==> src/rtl/vfrd_pkg.sv <==
`timescale 1ns / 1ps
`default_nettype none

package vfrd_pkg;

  // Frame limits. A length byte must be below LEN_LIMIT (at most 64, so it fits 6 bits).
  localparam int LEN_LIMIT   = 50;
  // Saturation point of the trust counter (at most 31, so it fits 5 bits).
  localparam int TRUST_LIMIT = 20;
  // Number of payload bytes that are kept.
  localparam int NUM_KEPT    = 5;

  // Header and task codes.
  localparam logic [7:0] SOF_FIRST       = 8'hFF;
  localparam logic [7:0] SOF_SECOND      = 8'hFC;
  localparam logic [7:0] TASK_START      = 8'hA1;
  localparam logic [7:0] TASK_TRACK_LINE = 8'hA2;
  localparam logic [7:0] TASK_TRACK      = 8'hA3;

  // Camera identity that enables decoding.
  localparam logic [7:0] ENABLED_ID = 8'd1;

  // Configuration register indexes.
  localparam logic CFG_CAMERA_ID = 1'b0;
  localparam logic CFG_FALLBACK  = 1'b1;

  // Parser phases.
  typedef enum logic [2:0] {
    PH_IDLE,
    PH_SYNC,
    PH_TASK,
    PH_LEN,
    PH_DATA,
    PH_SUM
  } phase_t;

  // One complete frame as seen by the decoder.
  typedef struct packed {
    logic [7:0]                   task_code;
    logic [NUM_KEPT-1:0][7:0]     bytes;
  } frame_t;

  // Held decoder results, shown on the result channel.
  typedef struct packed {
    logic signed [4:0] line_position;
    logic [15:0]       line_pattern;
    logic [7:0]        cross_code;
    logic [7:0]        detect_flag;
    logic [7:0]        frame_rate;
    logic [7:0]        control_enable;
    logic              trusted;
    logic [7:0]        start_result;
    logic [7:0]        track_result;
    logic [15:0]       lost_count;
  } held_t;

endpackage

`default_nettype wire

==> src/rtl/vfrd_decode.sv <==
`timescale 1ns / 1ps
`default_nettype none

module vfrd_decode #(
  parameter int TRUST_LIMIT = vfrd_pkg::TRUST_LIMIT
) (
  input  wire logic              clk,
  input  wire logic              rst_n,
  input  wire logic              dec_en,
  input  wire vfrd_pkg::frame_t  frame,
  input  wire logic signed [4:0] fallback_position,
  output vfrd_pkg::held_t        held
);

  vfrd_pkg::held_t held_r;
  vfrd_pkg::held_t held_nxt;
  logic [4:0]      trust_r;
  logic [4:0]      trust_nxt;

  logic [15:0]       pattern;
  logic              map_ok;
  logic signed [4:0] map_pos;
  logic [7:0]        det_sel;
  logic [4:0]        trust_upd;
  logic              flag_upd;

  assign pattern = {frame.bytes[0], frame.bytes[1]};

  // Map a line pattern with one set bit or two adjacent set bits to a position.
  always_comb begin
    map_ok  = 1'b0;
    map_pos = '0;
    for (int i = 0; i < 16; i++) begin
      if (pattern == 16'(1 << i)) begin
        map_ok  = 1'b1;
        map_pos = 5'(2 * i - 15);
      end
    end
    for (int i = 0; i < 15; i++) begin
      if (pattern == 16'(3 << i)) begin
        map_ok  = 1'b1;
        map_pos = 5'(2 * i - 14);
      end
    end
  end

  // Trust update. The line-tracking task refreshes the detection byte before it is used.
  always_comb begin
    det_sel = (frame.task_code == vfrd_pkg::TASK_TRACK_LINE) ? frame.bytes[3]
                                                             : held_r.detect_flag;
    if (det_sel != 8'd0) begin
      if (trust_r < 5'(TRUST_LIMIT)) begin
        trust_upd = trust_r + 5'd1;
        flag_upd  = 1'b0;
      end else begin
        trust_upd = trust_r;
        flag_upd  = 1'b1;
      end
    end else begin
      trust_upd = trust_r >> 1;
      flag_upd  = 1'b0;
    end
  end

  // Decode a good frame by its task.
  always_comb begin
    held_nxt  = held_r;
    trust_nxt = trust_r;
    if (dec_en) begin
      case (frame.task_code)
        vfrd_pkg::TASK_TRACK_LINE: begin
          held_nxt.line_pattern   = pattern;
          held_nxt.cross_code     = frame.bytes[2];
          held_nxt.detect_flag    = frame.bytes[3];
          held_nxt.frame_rate     = frame.bytes[4];
          held_nxt.control_enable = frame.bytes[3];
          held_nxt.trusted        = flag_upd;
          trust_nxt               = trust_upd;
          if (map_ok) begin
            held_nxt.line_position = map_pos;
            held_nxt.lost_count    = held_r.lost_count >> 1;
          end else begin
            held_nxt.line_position = fallback_position;
            if (held_r.lost_count != 16'hFFFF) begin
              held_nxt.lost_count = held_r.lost_count + 16'd1;
            end
          end
        end
        vfrd_pkg::TASK_START: begin
          held_nxt.control_enable = held_r.detect_flag;
          held_nxt.trusted        = flag_upd;
          trust_nxt               = trust_upd;
          held_nxt.start_result   = frame.bytes[0];
        end
        vfrd_pkg::TASK_TRACK: begin
          held_nxt.trusted        = flag_upd;
          trust_nxt               = trust_upd;
          held_nxt.track_result   = frame.bytes[0];
        end
        default: begin
          held_nxt.control_enable = 8'd0;
          held_nxt.trusted        = 1'b0;
          held_nxt.line_pattern   = 16'd0;
        end
      endcase
    end
  end

  // Held state registers.
  always_ff @(posedge clk) begin
    if (!rst_n) begin
      held_r  <= '0;
      trust_r <= '0;
    end else begin
      held_r  <= held_nxt;
      trust_r <= trust_nxt;
    end
  end

  assign held = held_r;

  // The trust counter never passes its limit.
  a_trust_bound: assert property (@(posedge clk) disable iff (!rst_n)
    trust_r <= 5'(TRUST_LIMIT))
    else $error("trust counter above limit");

  // An unknown task clears control enable, the trust flag and the pattern.
  a_unknown_task: assert property (@(posedge clk) disable iff (!rst_n)
    dec_en && frame.task_code != vfrd_pkg::TASK_START
           && frame.task_code != vfrd_pkg::TASK_TRACK_LINE
           && frame.task_code != vfrd_pkg::TASK_TRACK
    |=> held_r.control_enable == 8'd0 && !held_r.trusted && held_r.line_pattern == 16'd0)
    else $error("unknown task did not clear decoder outputs");

endmodule

`default_nettype wire

==> src/rtl/vision_frame_receiver_decoder.sv <==
`timescale 1ns / 1ps
`default_nettype none

// Throughput: one received byte per cycle while in_ready is high.
// Latency: the result of a frame is valid in the cycle after its checksum byte is accepted.
// The input stalls only on a checksum byte while an earlier result still waits to be taken.
// Reset (synchronous, active low) returns the parser to waiting for a header, clears all
// held results and counters, and sets the camera id to 1 and the fallback position to 0.
module vision_frame_receiver_decoder #(
  parameter int LEN_LIMIT   = vfrd_pkg::LEN_LIMIT,
  parameter int TRUST_LIMIT = vfrd_pkg::TRUST_LIMIT
) (
  input  wire logic              clk,
  input  wire logic              rst_n,
  // Configuration write port.
  input  wire logic              cfg_we,
  input  wire logic              cfg_index,
  input  wire logic [7:0]        cfg_data,
  // Received bytes.
  input  wire logic              in_valid,
  output logic                   in_ready,
  input  wire logic [7:0]        in_rx_byte,
  // Decoded frames.
  output logic                   out_valid,
  input  wire logic              out_ready,
  output logic [7:0]             out_task_code,
  output logic signed [4:0]      out_line_position,
  output logic [15:0]            out_line_pattern,
  output logic [7:0]             out_cross_code,
  output logic [7:0]             out_detect_flag,
  output logic [7:0]             out_frame_rate,
  output logic [7:0]             out_control_enable,
  output logic                   out_trusted,
  output logic [7:0]             out_start_result,
  output logic [7:0]             out_track_result,
  output logic [15:0]            out_lost_count
);

  vfrd_pkg::phase_t phase_r;
  vfrd_pkg::phase_t phase_nxt;

  logic [7:0]        camera_id_r;
  logic signed [4:0] fallback_r;

  logic [5:0]        remaining_r;
  logic [5:0]        remaining_nxt;
  logic [5:0]        count_r;
  logic [5:0]        count_nxt;
  logic [7:0]        sum_r;
  logic [7:0]        sum_nxt;
  logic [7:0]        task_r;
  logic [7:0]        task_nxt;
  logic [vfrd_pkg::NUM_KEPT-1:0][7:0] bytes_r;
  logic [vfrd_pkg::NUM_KEPT-1:0][7:0] bytes_nxt;

  logic              out_valid_r;
  logic              out_valid_nxt;
  logic [7:0]        out_task_r;

  logic              in_fire;
  logic              sum_hit;
  logic              dec_en;
  vfrd_pkg::frame_t  frame;
  vfrd_pkg::held_t   held;

  // A checksum byte waits while an untaken result occupies the output register.
  assign in_ready = !(phase_r == vfrd_pkg::PH_SUM && out_valid_r && !out_ready);
  assign in_fire  = in_valid && in_ready;

  // Parser next phase.
  always_comb begin
    phase_nxt = phase_r;
    if (in_fire) begin
      case (phase_r)
        vfrd_pkg::PH_IDLE: begin
          phase_nxt = (in_rx_byte == vfrd_pkg::SOF_FIRST) ? vfrd_pkg::PH_SYNC
                                                          : vfrd_pkg::PH_IDLE;
        end
        vfrd_pkg::PH_SYNC: begin
          phase_nxt = (in_rx_byte == vfrd_pkg::SOF_SECOND) ? vfrd_pkg::PH_TASK
                                                           : vfrd_pkg::PH_IDLE;
        end
        vfrd_pkg::PH_TASK: begin
          phase_nxt = (in_rx_byte != 8'hFF) ? vfrd_pkg::PH_LEN : vfrd_pkg::PH_IDLE;
        end
        vfrd_pkg::PH_LEN: begin
          phase_nxt = (in_rx_byte < 8'(LEN_LIMIT)) ? vfrd_pkg::PH_DATA
                                                   : vfrd_pkg::PH_IDLE;
        end
        vfrd_pkg::PH_DATA: begin
          if (remaining_r == 6'd0) begin
            phase_nxt = vfrd_pkg::PH_IDLE;
          end else if (remaining_r == 6'd1) begin
            phase_nxt = vfrd_pkg::PH_SUM;
          end else begin
            phase_nxt = vfrd_pkg::PH_DATA;
          end
        end
        default: begin
          phase_nxt = vfrd_pkg::PH_IDLE;
        end
      endcase
    end
  end

  // Parser datapath: checksum, task, length and kept payload bytes.
  always_comb begin
    sum_nxt       = sum_r;
    task_nxt      = task_r;
    remaining_nxt = remaining_r;
    count_nxt     = count_r;
    bytes_nxt     = bytes_r;
    if (in_fire) begin
      case (phase_r)
        vfrd_pkg::PH_IDLE: begin
          sum_nxt = in_rx_byte;
        end
        vfrd_pkg::PH_SYNC: begin
          sum_nxt = sum_r + in_rx_byte;
        end
        vfrd_pkg::PH_TASK: begin
          sum_nxt  = sum_r + in_rx_byte;
          if (in_rx_byte != 8'hFF) begin
            task_nxt = in_rx_byte;
          end
        end
        vfrd_pkg::PH_LEN: begin
          sum_nxt = sum_r + in_rx_byte;
          if (in_rx_byte < 8'(LEN_LIMIT)) begin
            remaining_nxt = in_rx_byte[5:0];
            count_nxt     = 6'd0;
          end
        end
        vfrd_pkg::PH_DATA: begin
          if (remaining_r != 6'd0) begin
            sum_nxt       = sum_r + in_rx_byte;
            remaining_nxt = remaining_r - 6'd1;
            count_nxt     = count_r + 6'd1;
            if (count_r < 6'(vfrd_pkg::NUM_KEPT)) begin
              bytes_nxt[count_r[2:0]] = in_rx_byte;
            end
          end
        end
        default: begin
          sum_nxt = sum_r;
        end
      endcase
    end
  end

  // A frame whose checksum matches gives a result; decoding needs the enabled camera id.
  assign sum_hit       = in_fire && phase_r == vfrd_pkg::PH_SUM && sum_r == in_rx_byte;
  assign dec_en        = sum_hit && camera_id_r == vfrd_pkg::ENABLED_ID;
  assign out_valid_nxt = sum_hit || (out_valid_r && !out_ready);

  assign frame.task_code = task_r;
  assign frame.bytes     = bytes_r;

  vfrd_decode #(
    .TRUST_LIMIT (TRUST_LIMIT)
  ) u_decode (
    .clk               (clk),
    .rst_n             (rst_n),
    .dec_en            (dec_en),
    .frame             (frame),
    .fallback_position (fallback_r),
    .held              (held)
  );

  // Control and parser registers.
  always_ff @(posedge clk) begin
    if (!rst_n) begin
      phase_r     <= vfrd_pkg::PH_IDLE;
      remaining_r <= '0;
      count_r     <= '0;
      sum_r       <= '0;
      task_r      <= '0;
      bytes_r     <= '0;
      out_valid_r <= 1'b0;
    end else begin
      phase_r     <= phase_nxt;
      remaining_r <= remaining_nxt;
      count_r     <= count_nxt;
      sum_r       <= sum_nxt;
      task_r      <= task_nxt;
      bytes_r     <= bytes_nxt;
      out_valid_r <= out_valid_nxt;
    end
  end

  // Task code of the pending result.
  always_ff @(posedge clk) begin
    if (sum_hit) begin
      out_task_r <= task_r;
    end
  end

  // Configuration registers.
  always_ff @(posedge clk) begin
    if (!rst_n) begin
      camera_id_r <= vfrd_pkg::ENABLED_ID;
      fallback_r  <= '0;
    end else if (cfg_we) begin
      case (cfg_index)
        vfrd_pkg::CFG_CAMERA_ID: camera_id_r <= cfg_data;
        vfrd_pkg::CFG_FALLBACK:  fallback_r  <= cfg_data[4:0];
        default:                 camera_id_r <= camera_id_r;
      endcase
    end
  end

  // Result outputs; held values change only when a new result is loaded.
  assign out_valid          = out_valid_r;
  assign out_task_code      = out_task_r;
  assign out_line_position  = held.line_position;
  assign out_line_pattern   = held.line_pattern;
  assign out_cross_code     = held.cross_code;
  assign out_detect_flag    = held.detect_flag;
  assign out_frame_rate     = held.frame_rate;
  assign out_control_enable = held.control_enable;
  assign out_trusted        = held.trusted;
  assign out_start_result   = held.start_result;
  assign out_track_result   = held.track_result;
  assign out_lost_count     = held.lost_count;

  // The input stalls only on a checksum byte behind a waiting result.
  a_stall_cause: assert property (@(posedge clk) disable iff (!rst_n)
    !in_ready |-> phase_r == vfrd_pkg::PH_SUM && out_valid_r)
    else $error("input stalled without a pending result");

  // A new result always shows up in the following cycle.
  a_result_valid: assert property (@(posedge clk) disable iff (!rst_n)
    sum_hit |=> out_valid_r)
    else $error("result lost");

  // The parser returns to waiting after every checksum byte.
  a_sum_to_idle: assert property (@(posedge clk) disable iff (!rst_n)
    in_fire && phase_r == vfrd_pkg::PH_SUM |=> phase_r == vfrd_pkg::PH_IDLE)
    else $error("parser did not return to waiting after checksum");

endmodule

`default_nettype wire
==> config.mk <==
export PLATFORM = sky130hd
export DESIGN_NAME = vision_frame_receiver_decoder
export DESIGN_NICKNAME = d
export VERILOG_FILES = /design/src/rtl/vfrd_pkg.sv /design/src/rtl/vfrd_decode.sv /design/src/rtl/vision_frame_receiver_decoder.sv
export SDC_FILE = /design/constraint.sdc
export NUM_CORES = 1
export LEC_CHECK = 0
export BUFFER_PORTS_ARGS = -buffer_cell sky130_fd_sc_hd__buf_2
export CORE_MARGIN = 2
export CORE_UTILIZATION = 47
export DETAILED_ROUTE_END_ITERATION = 16
export GPL_TIMING_DRIVEN = 0
export PLACE_DENSITY = 0.67
export SLEW_MARGIN = 5
export SYNTH_ARGS = -nofsm -noshare
export SYNTH_HDL_FRONTEND = slang
export SYNTH_SLANG_ARGS = --single-unit
==> constraint.sdc <==
create_clock -name clk -period 5.3 [get_ports clk]
set_clock_uncertainty 0.2 [all_clocks]
set_input_delay 0.53 -clock clk [delete_from_list [all_inputs] [get_ports clk]]
set_output_delay 0.53 -clock clk [all_outputs]
set_load 0.03 [all_outputs]
# After elaboration in Yosys (flattened, before gate mapping)
# Index checks and enable logic that the tools add are counted.
classes:
  add_sub_neg: 5
  order_cmp: 5
  n_eq_ne: 49
  mux: 91
  bitwise_logic: 3
  reduce_logical: 34
ops:
  columns: ["op", "count"]
  rows:
  - ["$mux 5", 34]
  - ["$pmux 8 s3", 2]
  - ["$bwmux 40", 1]
  - ["$eq 8x8->1 const B", 5]
  - ["$mux 1", 36]
  - ["$eq 16x10->1 const B", 2]
  - ["$eq 16x11->1 const B", 2]
  - ["$eq 16x12->1 const B", 2]
  - ["$eq 16x13->1 const B", 2]
  - ["$eq 16x14->1 const B", 2]
  - ["$eq 16x15->1 const B", 2]
  - ["$eq 16x16->1 const B", 2]
  - ["$eq 16x2->1 const B", 2]
  - ["$eq 16x3->1 const B", 2]
  - ["$eq 16x4->1 const B", 2]
  - ["$eq 16x5->1 const B", 2]
  - ["$eq 16x6->1 const B", 2]
  - ["$eq 16x7->1 const B", 2]
  - ["$eq 16x8->1 const B", 2]
  - ["$eq 16x9->1 const B", 2]
  - ["$mux 16", 2]
  - ["$pmux 16 s2", 1]
  - ["$demux 8 s3", 1]
  - ["$mux 6", 4]
  - ["other kinds (40)", 71]
word_totals:
  reg_bits: 184
  inputBits: 22
  out_inout_bits: 96
  word_cells: 212

# Longest topological paths before layout
# Gate-level depths: netlist of run 1.
logic_depth:
  word_depth: 34
  depth_mapped: 11
  ltp_nobuf: 10

# Modules after synthesis
# From an unflattened synthesis of run 1, not the netlist that was laid out.
unflattened:
  cells_unflattened: 1070
  area_unflattened_um2: 9021.2
by_module_without_submodules:
  columns: ["module", "instances", "cells_each", "area_per_inst_um2", "seq_area_each_um2"]
  rows:
  - ["vfrd_decode", 1, 606, 4768.3, 1821.7]
  - ["vision_frame_receiver_decoder", 1, 464, 4252.8, 1941.9]

# Worst setup path before layout of run 1
# No wires, ideal clock.
synth_path:
  path_kind: "in2reg"
  start: "input in_rx_byte[5]"
  end: "register u_decode.held_r, in the netlist u_decode.held[2]"
  setup_ns: 0.122
  arrival_time_ns: 2.556
  required_time_ns: 4.978
  setup_slack_ns: 2.422
  stages: 9
  path_buffers: 1
  cell_sequence: "ha_1 nor4_1 nand4_1 nor3_1 nand2_1 a41oi_4 buf_8 o21a_1 o22ai_1"
synth_between:
  elab_chain_len: 4
synth_rtl:
  columns: ["element", "line_no", "source"]
  rows:
  - ["from (decl)", "vision_frame_receiver_decoder.sv:22", "input wire logic [7:0] in_rx_byte,"]
  - ["$eq 8x8->1", "vision_frame_receiver_decoder.sv:152", "assign sum_hit = in_fire && phase_r == vfrd_pkg::PH_SUM && sum_r == in_rx_byte;"]
  - ["$logic_and 1x1->1", "vision_frame_receiver_decoder.sv:152", null]
  - ["$logic_and 1x1->1", "vision_frame_receiver_decoder.sv:153", "assign dec_en = sum_hit && camera_id_r == vfrd_pkg::ENABLED_ID;"]
  - ["$reduce_and 3->1 (no source line)", null, null]
  - ["to (signal assigned)", "vfrd_decode.sv:115", "held_r <= held_nxt;"]
  - ["to (decl)", "vfrd_decode.sv:15", "vfrd_pkg::held_t held_r;"]
# No other way between the ends.
# A chain may end at the register's enable or synchronous reset.

# Worst setup path after layout of run 1
layout_path:
  start: "register task_r[2]"
  end: "register u_decode.held_r, in the netlist u_decode.held[50]"
layout_between:
  elab_chain_len: 2
layout_rtl:
  columns: ["element", "line_no", "source"]
  rows:
  - ["from (decl)", "vision_frame_receiver_decoder.sv:51", "logic [7:0] task_r;"]
  - ["from (signal assigned)", "vision_frame_receiver_decoder.sv:185", "task_r <= task_nxt;"]
  - ["$eq 8x8->1", "vfrd_decode.sv:70", "case (frame.task_code)"]
  - ["$reduce_and 2->1 (no source line)", null, null]
# No other way between the ends.

==> results of run 1 <==
-- flip-flops by register name, indices dropped and copies added, names as in the netlist, 6 cells and up --
name           count
u_decode.held     86
bytes_r           40
camera_id_r        8
out_task_code      8
sum_r              8
task_r             8
count_r            6
remaining_r        6
-- cells by family after synthesis --
group,count (synthesis),share of synthesized area
compound gates,211,0.158
xor+xnor,16,0.0159
fa+ha+maj,14,0.0207
buf+inv,92,0.0524
flops,184,0.427
mux,79,0.0899
simple gates,445,0.236
-- worst paths after layout --
| path | depth (start not counted) | to | start |
|---|---|---|---|
| max | 7 | u_decode.held[50] | task_r[2] |
| min | 3 | camera_id_r[0] | cfg_data[0] |
| max reg2reg | 7 | u_decode.held[50] | task_r[2] |
| min reg2reg | 0 | out_task_code[1] | task_r[1] |
-- cells in the final DEF, fill, tap and decap left out, types with 6 or more instances in the layout --
cell type,netlist,final
dfxtp_1,176,176
nand2_1,146,146
nor2_1,144,144
buf_2,8,125
mux2i_1,78,78
a21oi_1,73,73
clkbuf_1,52,53
nand3_1,40,40
a22oi_1,28,28
nor3_1,24,24
o21ai_0,24,24
a211oi_1,20,20
inv_1,17,17
clkbuf_16,0,17
nor4_1,15,14
nor4b_1,13,13
ha_1,13,13
nor2b_1,11,11
xor2_1,10,10
o22ai_1,9,9
o21a_1,8,8
edfxtp_1,8,8
xnor2_1,6,6
a21boi_0,6,6
clkbuf_8,5,6
a31oi_1,6,6
-- per-layer routing --
layer / wire length [µm] / part of all wire / GRT usage
met1: 11600 / 0.46 / 0.346
met2: 11500 / 0.46 / 0.401
met3: 1360 / 0.055 / 0.0445
met4: 576 / 0.023 / 0.0879
met5: 0 / 0 / 0
-- through the flow --
stage / cells / hold slack, ps / cell area (µm²) / setup slack (ps)
after floorplan: 1041 / 209 / 8810 / 2420
after global placement: 1392 / 216 / 9690 / 998
after detailed placement: 1392 / 219 / 9690 / 1420
after CTS: 1424 / 119 / 10300 / 1650
after global routing: 1424 / 133 / 10300 / 1550
final: 1424 / 114 / 10300 / 1590
-- final cells by class --
class | instances | area share
multi-input cells | 765 | 0.447
flip-flops and latches | 184 | 0.367
repair buffers | 117 | 0.0571
clock buffers | 19 | 0.0432
plain buffers | 74 | 0.0384
well taps | 234 | 0.0285
clock inverters | 13 | 0.0120
inverters | 18 | 0.00659
-- worst min-delay path, stage by stage --
cell and delay, ps:
buf_2 90, nand2_1 40, nand3_1 70
-- power breakdown --
group	total (mW)	leakage [nW]	switching [mW]	internal, mW
registers	1.41	1.51	0.00730	1.40
clock network	1.24	0.271	0.573	0.663
logic	0.122	2.64	0.0827	0.0390
total	2.77	4.43	0.663	2.10
==> flow_summary.json, run 1 <==
{
  "status": "finished, final reports clean",
  "crit_type": "reg2reg",
  "place.gp.congestion": 0.893,
  "synth_area_leaders": "dfxtp_1 (40%), mux2i_1 (8.9%), nand2_1 (6.2%)",
  "vias": 8077,
  "cp_slowest_cell": "nor4_2",
  "yosysWarnings": 0,
  "rsz0062_at_grt": "no",
  "clk_pin_slew_ps": 70,
  "fmaxAchievable_mhz": 270,
  "drt_iter0_drc": 574,
  "synth_commonest_cells": "dfxtp_1 (176), nand2_1 (146), nor2_1 (144), mux2i_1 (78), a21oi_1 (73)",
  "grt_use_total": 0.252,
  "grt_pass1_wl_um": 39500,
  "setup_viol": 0,
  "crit_path_cell_trace": "nor4b_1 > nand4b_1 > nor4_2 > clkbuf_1 > buf_2 > nand2_1 > a21oi_1",
  "crit_path_max_incr_delay_ps": 930,
  "p_leak_nw": 4.43,
  "maxCapViolCount": 0,
  "hp-class": "in2reg",
  "yosysTopAreaCell": "dfxtp_1",
  "drt_pass1_iterations": 5,
  "multi_input_area_um2": 4590,
  "total_power_mw": 2.77,
  "antenna_found_initial": 0,
  "design.core.area_um2": 18500,
  "cp_max_fo": 10,
  "worstPathRequired_ps": 5470,
  "postSynth.asyncResetShare": 0,
  "final_util": 0.554,
  "netlist-cell-type-count": 70,
  "io_pins": 118,
  "fp-row-count": 50,
  "first_global_vias": 7355,
  "root_buffer": "clkbuf_16",
  "tightestPinTransition_ps": 1080,
  "route.detailed.drc": 0,
  "yosysMostFrequentCell": "dfxtp_1",
  "period_share": 0.700,
  "seq_area_um2": 3760,
  "cp_top_family": "simple AND/OR/NAND/NOR gates",
  "antenna_left": 0,
  "post-route-min-period_ps": 3710,
  "worst-path-buf-inv": 2,
  "report.final.slew_viol_count": 0,
  "syn_nets": 1077,
  "drive_gt1_frac": 0.156,
  "viasPerCell": 5.67,
  "num_antenna_cells": 0,
  "port_buffers": 117,
  "clockBufferDepth": 2,
  "synth_area_um2": 8810,
  "synth_edf_count": 8,
  "routed_wl_um": 25000,
  "tritoncts": "built",
  "cts_sinks": 184,
  "slew_headroom": 0.277,
  "ys_seq_area_frac": 0.427,
  "fill_cells": 1753,
  "clkLatencyLatePin_ps": 460,
  "holdBufCountCts": 0,
  "end_kind": "register",
  "syn2layout_area_growth_pct": 16.5,
  "arrival_ps": 3870,
  "ys.flop_type": "dfxtp_1",
  "power.density_nw_per_um2": 270,
  "hold_viol_final": 0,
  "cts_buffers": 17,
  "nets": 1213,
  "fp.dieH_um": 141,
  "ctsResizeCount": 0,
  "rrSetupSlack_ps": 1590,
  "htreeDepth": 4,
  "syn_avg_cell_area_um2": 8.46,
  "post-dp-hpwl_um": 17600,
  "dieArea_um2": 19900,
  "start_kind": "register",
  "post_cts_buffers": 0,
  "synth_top_area_share": 0.400,
  "ys_ff_latch": 184,
  "grt_max_degree": 17,
  "wl_per_cell_um": 17.5,
  "grt_remaining_overflow": 0,
  "die_x_um": 141,
  "setup_tns_ps": 0,
  "synth_cells": 1041,
  "start_util": 0.476,
  "ir_drop_mv": 0.283
}
(Power assumes the default switching activity.)
==> run 2, diff against run 1 <==
- clock period: 5.3 -> 3.9 ns (I/O delays scaled with it)
==> flow_summary.json, run 2 (same netlist as run 1, synthesis figures left out) <==
{
  "status": "finished, final reports clean",
  "rsz0062_at_grt": "no",
  "post-place-ws_ps": 156,
  "maxCapViolCount": 0,
  "tightestPinTransition_ps": 1050,
  "rrSetupSlack_ps": 160,
  "hold_slack_ps": 6.00,
  "total_power_mw": 3.77,
  "end_kind": "register",
  "r2r_cells": 7,
  "die_x_um": 141,
  "cts_buffers": 17,
  "period_share": 0.958,
  "p_leak_nw": 4.46,
  "start_util": 0.476,
  "io_pins": 118,
  "fmaxAchievable_mhz": 268,
  "cp_max_fo": 10,
  "hp-class": "in2reg",
  "nets": 1220,
  "largest_register_ffs": 86,
  "root_buffer": "clkbuf_16",
  "dpl_cell_area_um2": 9690,
  "grt_max_degree": 17,
  "place.gp.congestion": 0.893,
  "routed_wl_um": 25100,
  "crit_type": "reg2reg",
  "dieArea_um2": 19900,
  "post-dp-hpwl_um": 17600,
  "drt_iter0_drc": 587,
  "syn2layout_area_growth_pct": 17.3,
  "reg2reg_from": "task_r[2]",
  "clk_pin_slew_ps": 70,
  "fp-row-count": 50,
  "fp.dieH_um": 141,
  "cp_slowest_cell": "nor4_2",
  "grt_use_total": 0.253,
  "hold_viol_final": 0,
  "ctsResizeCount": 0,
  "report.final.slew_viol_count": 0,
  "design.core.area_um2": 18500,
  "cts_sinks": 184,
  "tritoncts": "built",
  "num_antenna_cells": 0,
  "start_kind": "register",
  "viasPerCell": 5.69,
  "layout_setup_ws_ps": 164,
  "seq_area_um2": 3760,
  "clockBufferDepth": 2,
  "fill_cells": 1749,
  "worst_r2r_endpoint": "u_decode.held[50]",
  "multi_input_area_um2": 4590,
  "drt_pass1_iterations": 5,
  "min_from": "cfg_data[2]",
  "drive_gt1_frac": 0.155,
  "layout_commonest_cell": "dfxtp_1",
  "vias": 8137,
  "route.detailed.drc": 0,
  "htreeDepth": 4,
  "grt_pass1_wl_um": 39600,
  "crit_path_max_incr_delay_ps": 910,
  "arrival_ps": 3900,
  "wl_per_cell_um": 17.5,
  "grt_remaining_overflow": 0,
  "crit_path_cell_trace": "nor4b_1 > nand4b_1 > nor4_2 > clkbuf_1 > buf_2 > nand2_1 > a21oi_1",
  "whs_endpoint": "camera_id_r[2]",
  "first_global_vias": 7392,
  "worstPathRequired_ps": 4060,
  "clkLatencyLatePin_ps": 460,
  "ir_drop_mv": 0.386,
  "final_cell_area_um2": 10300,
  "setup_viol": 0,
  "port_buffers": 117,
  "final_cell_mix": "dfxtp_1 (176), nand2_1 (146), nor2_1 (144), buf_2 (125), mux2i_1 (78)",
  "post-route-min-period_ps": 3740,
  "antenna_left": 0,
  "slew_headroom": 0.297,
  "antenna_found_initial": 0,
  "post_cts_buffers": 0,
  "power.density_nw_per_um2": 365,
  "hold_path_depth": 3,
  "final_util": 0.558
}
==> run 2: changes by cell type in the layout (fill, tap and decap cells not counted) <==
cell	delta
dlygate4sd3_1	+7
==> run 2: final cells by class <==
| class | instances | share of cell area |
|---|---|---|
| multi-input cells | 765 | 0.444 |
| flip-flops and latches | 184 | 0.364 |
| repair buffers | 124 | 0.0635 |
| clock buffers | 19 | 0.0429 |
| plain buffers | 74 | 0.0382 |
| well taps | 234 | 0.0283 |
| clock inverters | 13 | 0.0119 |
| inverters | 18 | 0.00654 |
==> run 2: stage by stage <==
step                      std cells  TNS [ps]
after floorplan                1041         0
after global placement         1392     -4830
after detailed placement       1392         0
after CTS                      1431         0
after global routing           1431         0
final                          1431         0
==> run 2: worst max-delay path by stage <==
stage,start,endpoint,slack (ps),cells after the start
after floorplan,in_rx_byte[5],u_decode.held[2],1160,9
after global placement,in_rx_byte[5],u_decode.held[62],-260,9
after detailed placement,in_rx_byte[5],u_decode.held[61],160,9
after CTS,task_r[2],u_decode.held[50],250,7
after global routing,task_r[2],u_decode.held[62],150,7
final,task_r[2],u_decode.held[50],160,7
==> run 2: routing by layer <==
metal	global-route usage	up-vias	share of wire
met4	0.0879	0	0.025
met1	0.346	3860	0.46
met3	0.0445	44	0.057
li1	-	3974	-
met2	0.404	259	0.46
met5	0	-	0
==> run 2: what timing repair did <==
| item | in CTS | in global routing |
|---|---|---|
| setup endpoints to repair | 0 | 0 |
| endpoints found under the hold margin | 7 | 0 |
| hold buffers | 7 | 0 |
==> run 2: critical path: cells and delay by family, from the launching register on <==
family,cells,cell delay (ps)
and+or+nand+nor,4,2080
buffers and inverters,2,890
DFF,1,320
AOI/OAI and AO/OA,1,150
==> run 2: where the power goes <==
group | total, mW | internal [mW] | switching, mW | leakage [nW]
registers | 1.91 | 1.90 | 0.00992 | 1.51
clock network | 1.68 | 0.902 | 0.782 | 0.271
logic | 0.171 | 0.0576 | 0.114 | 2.67
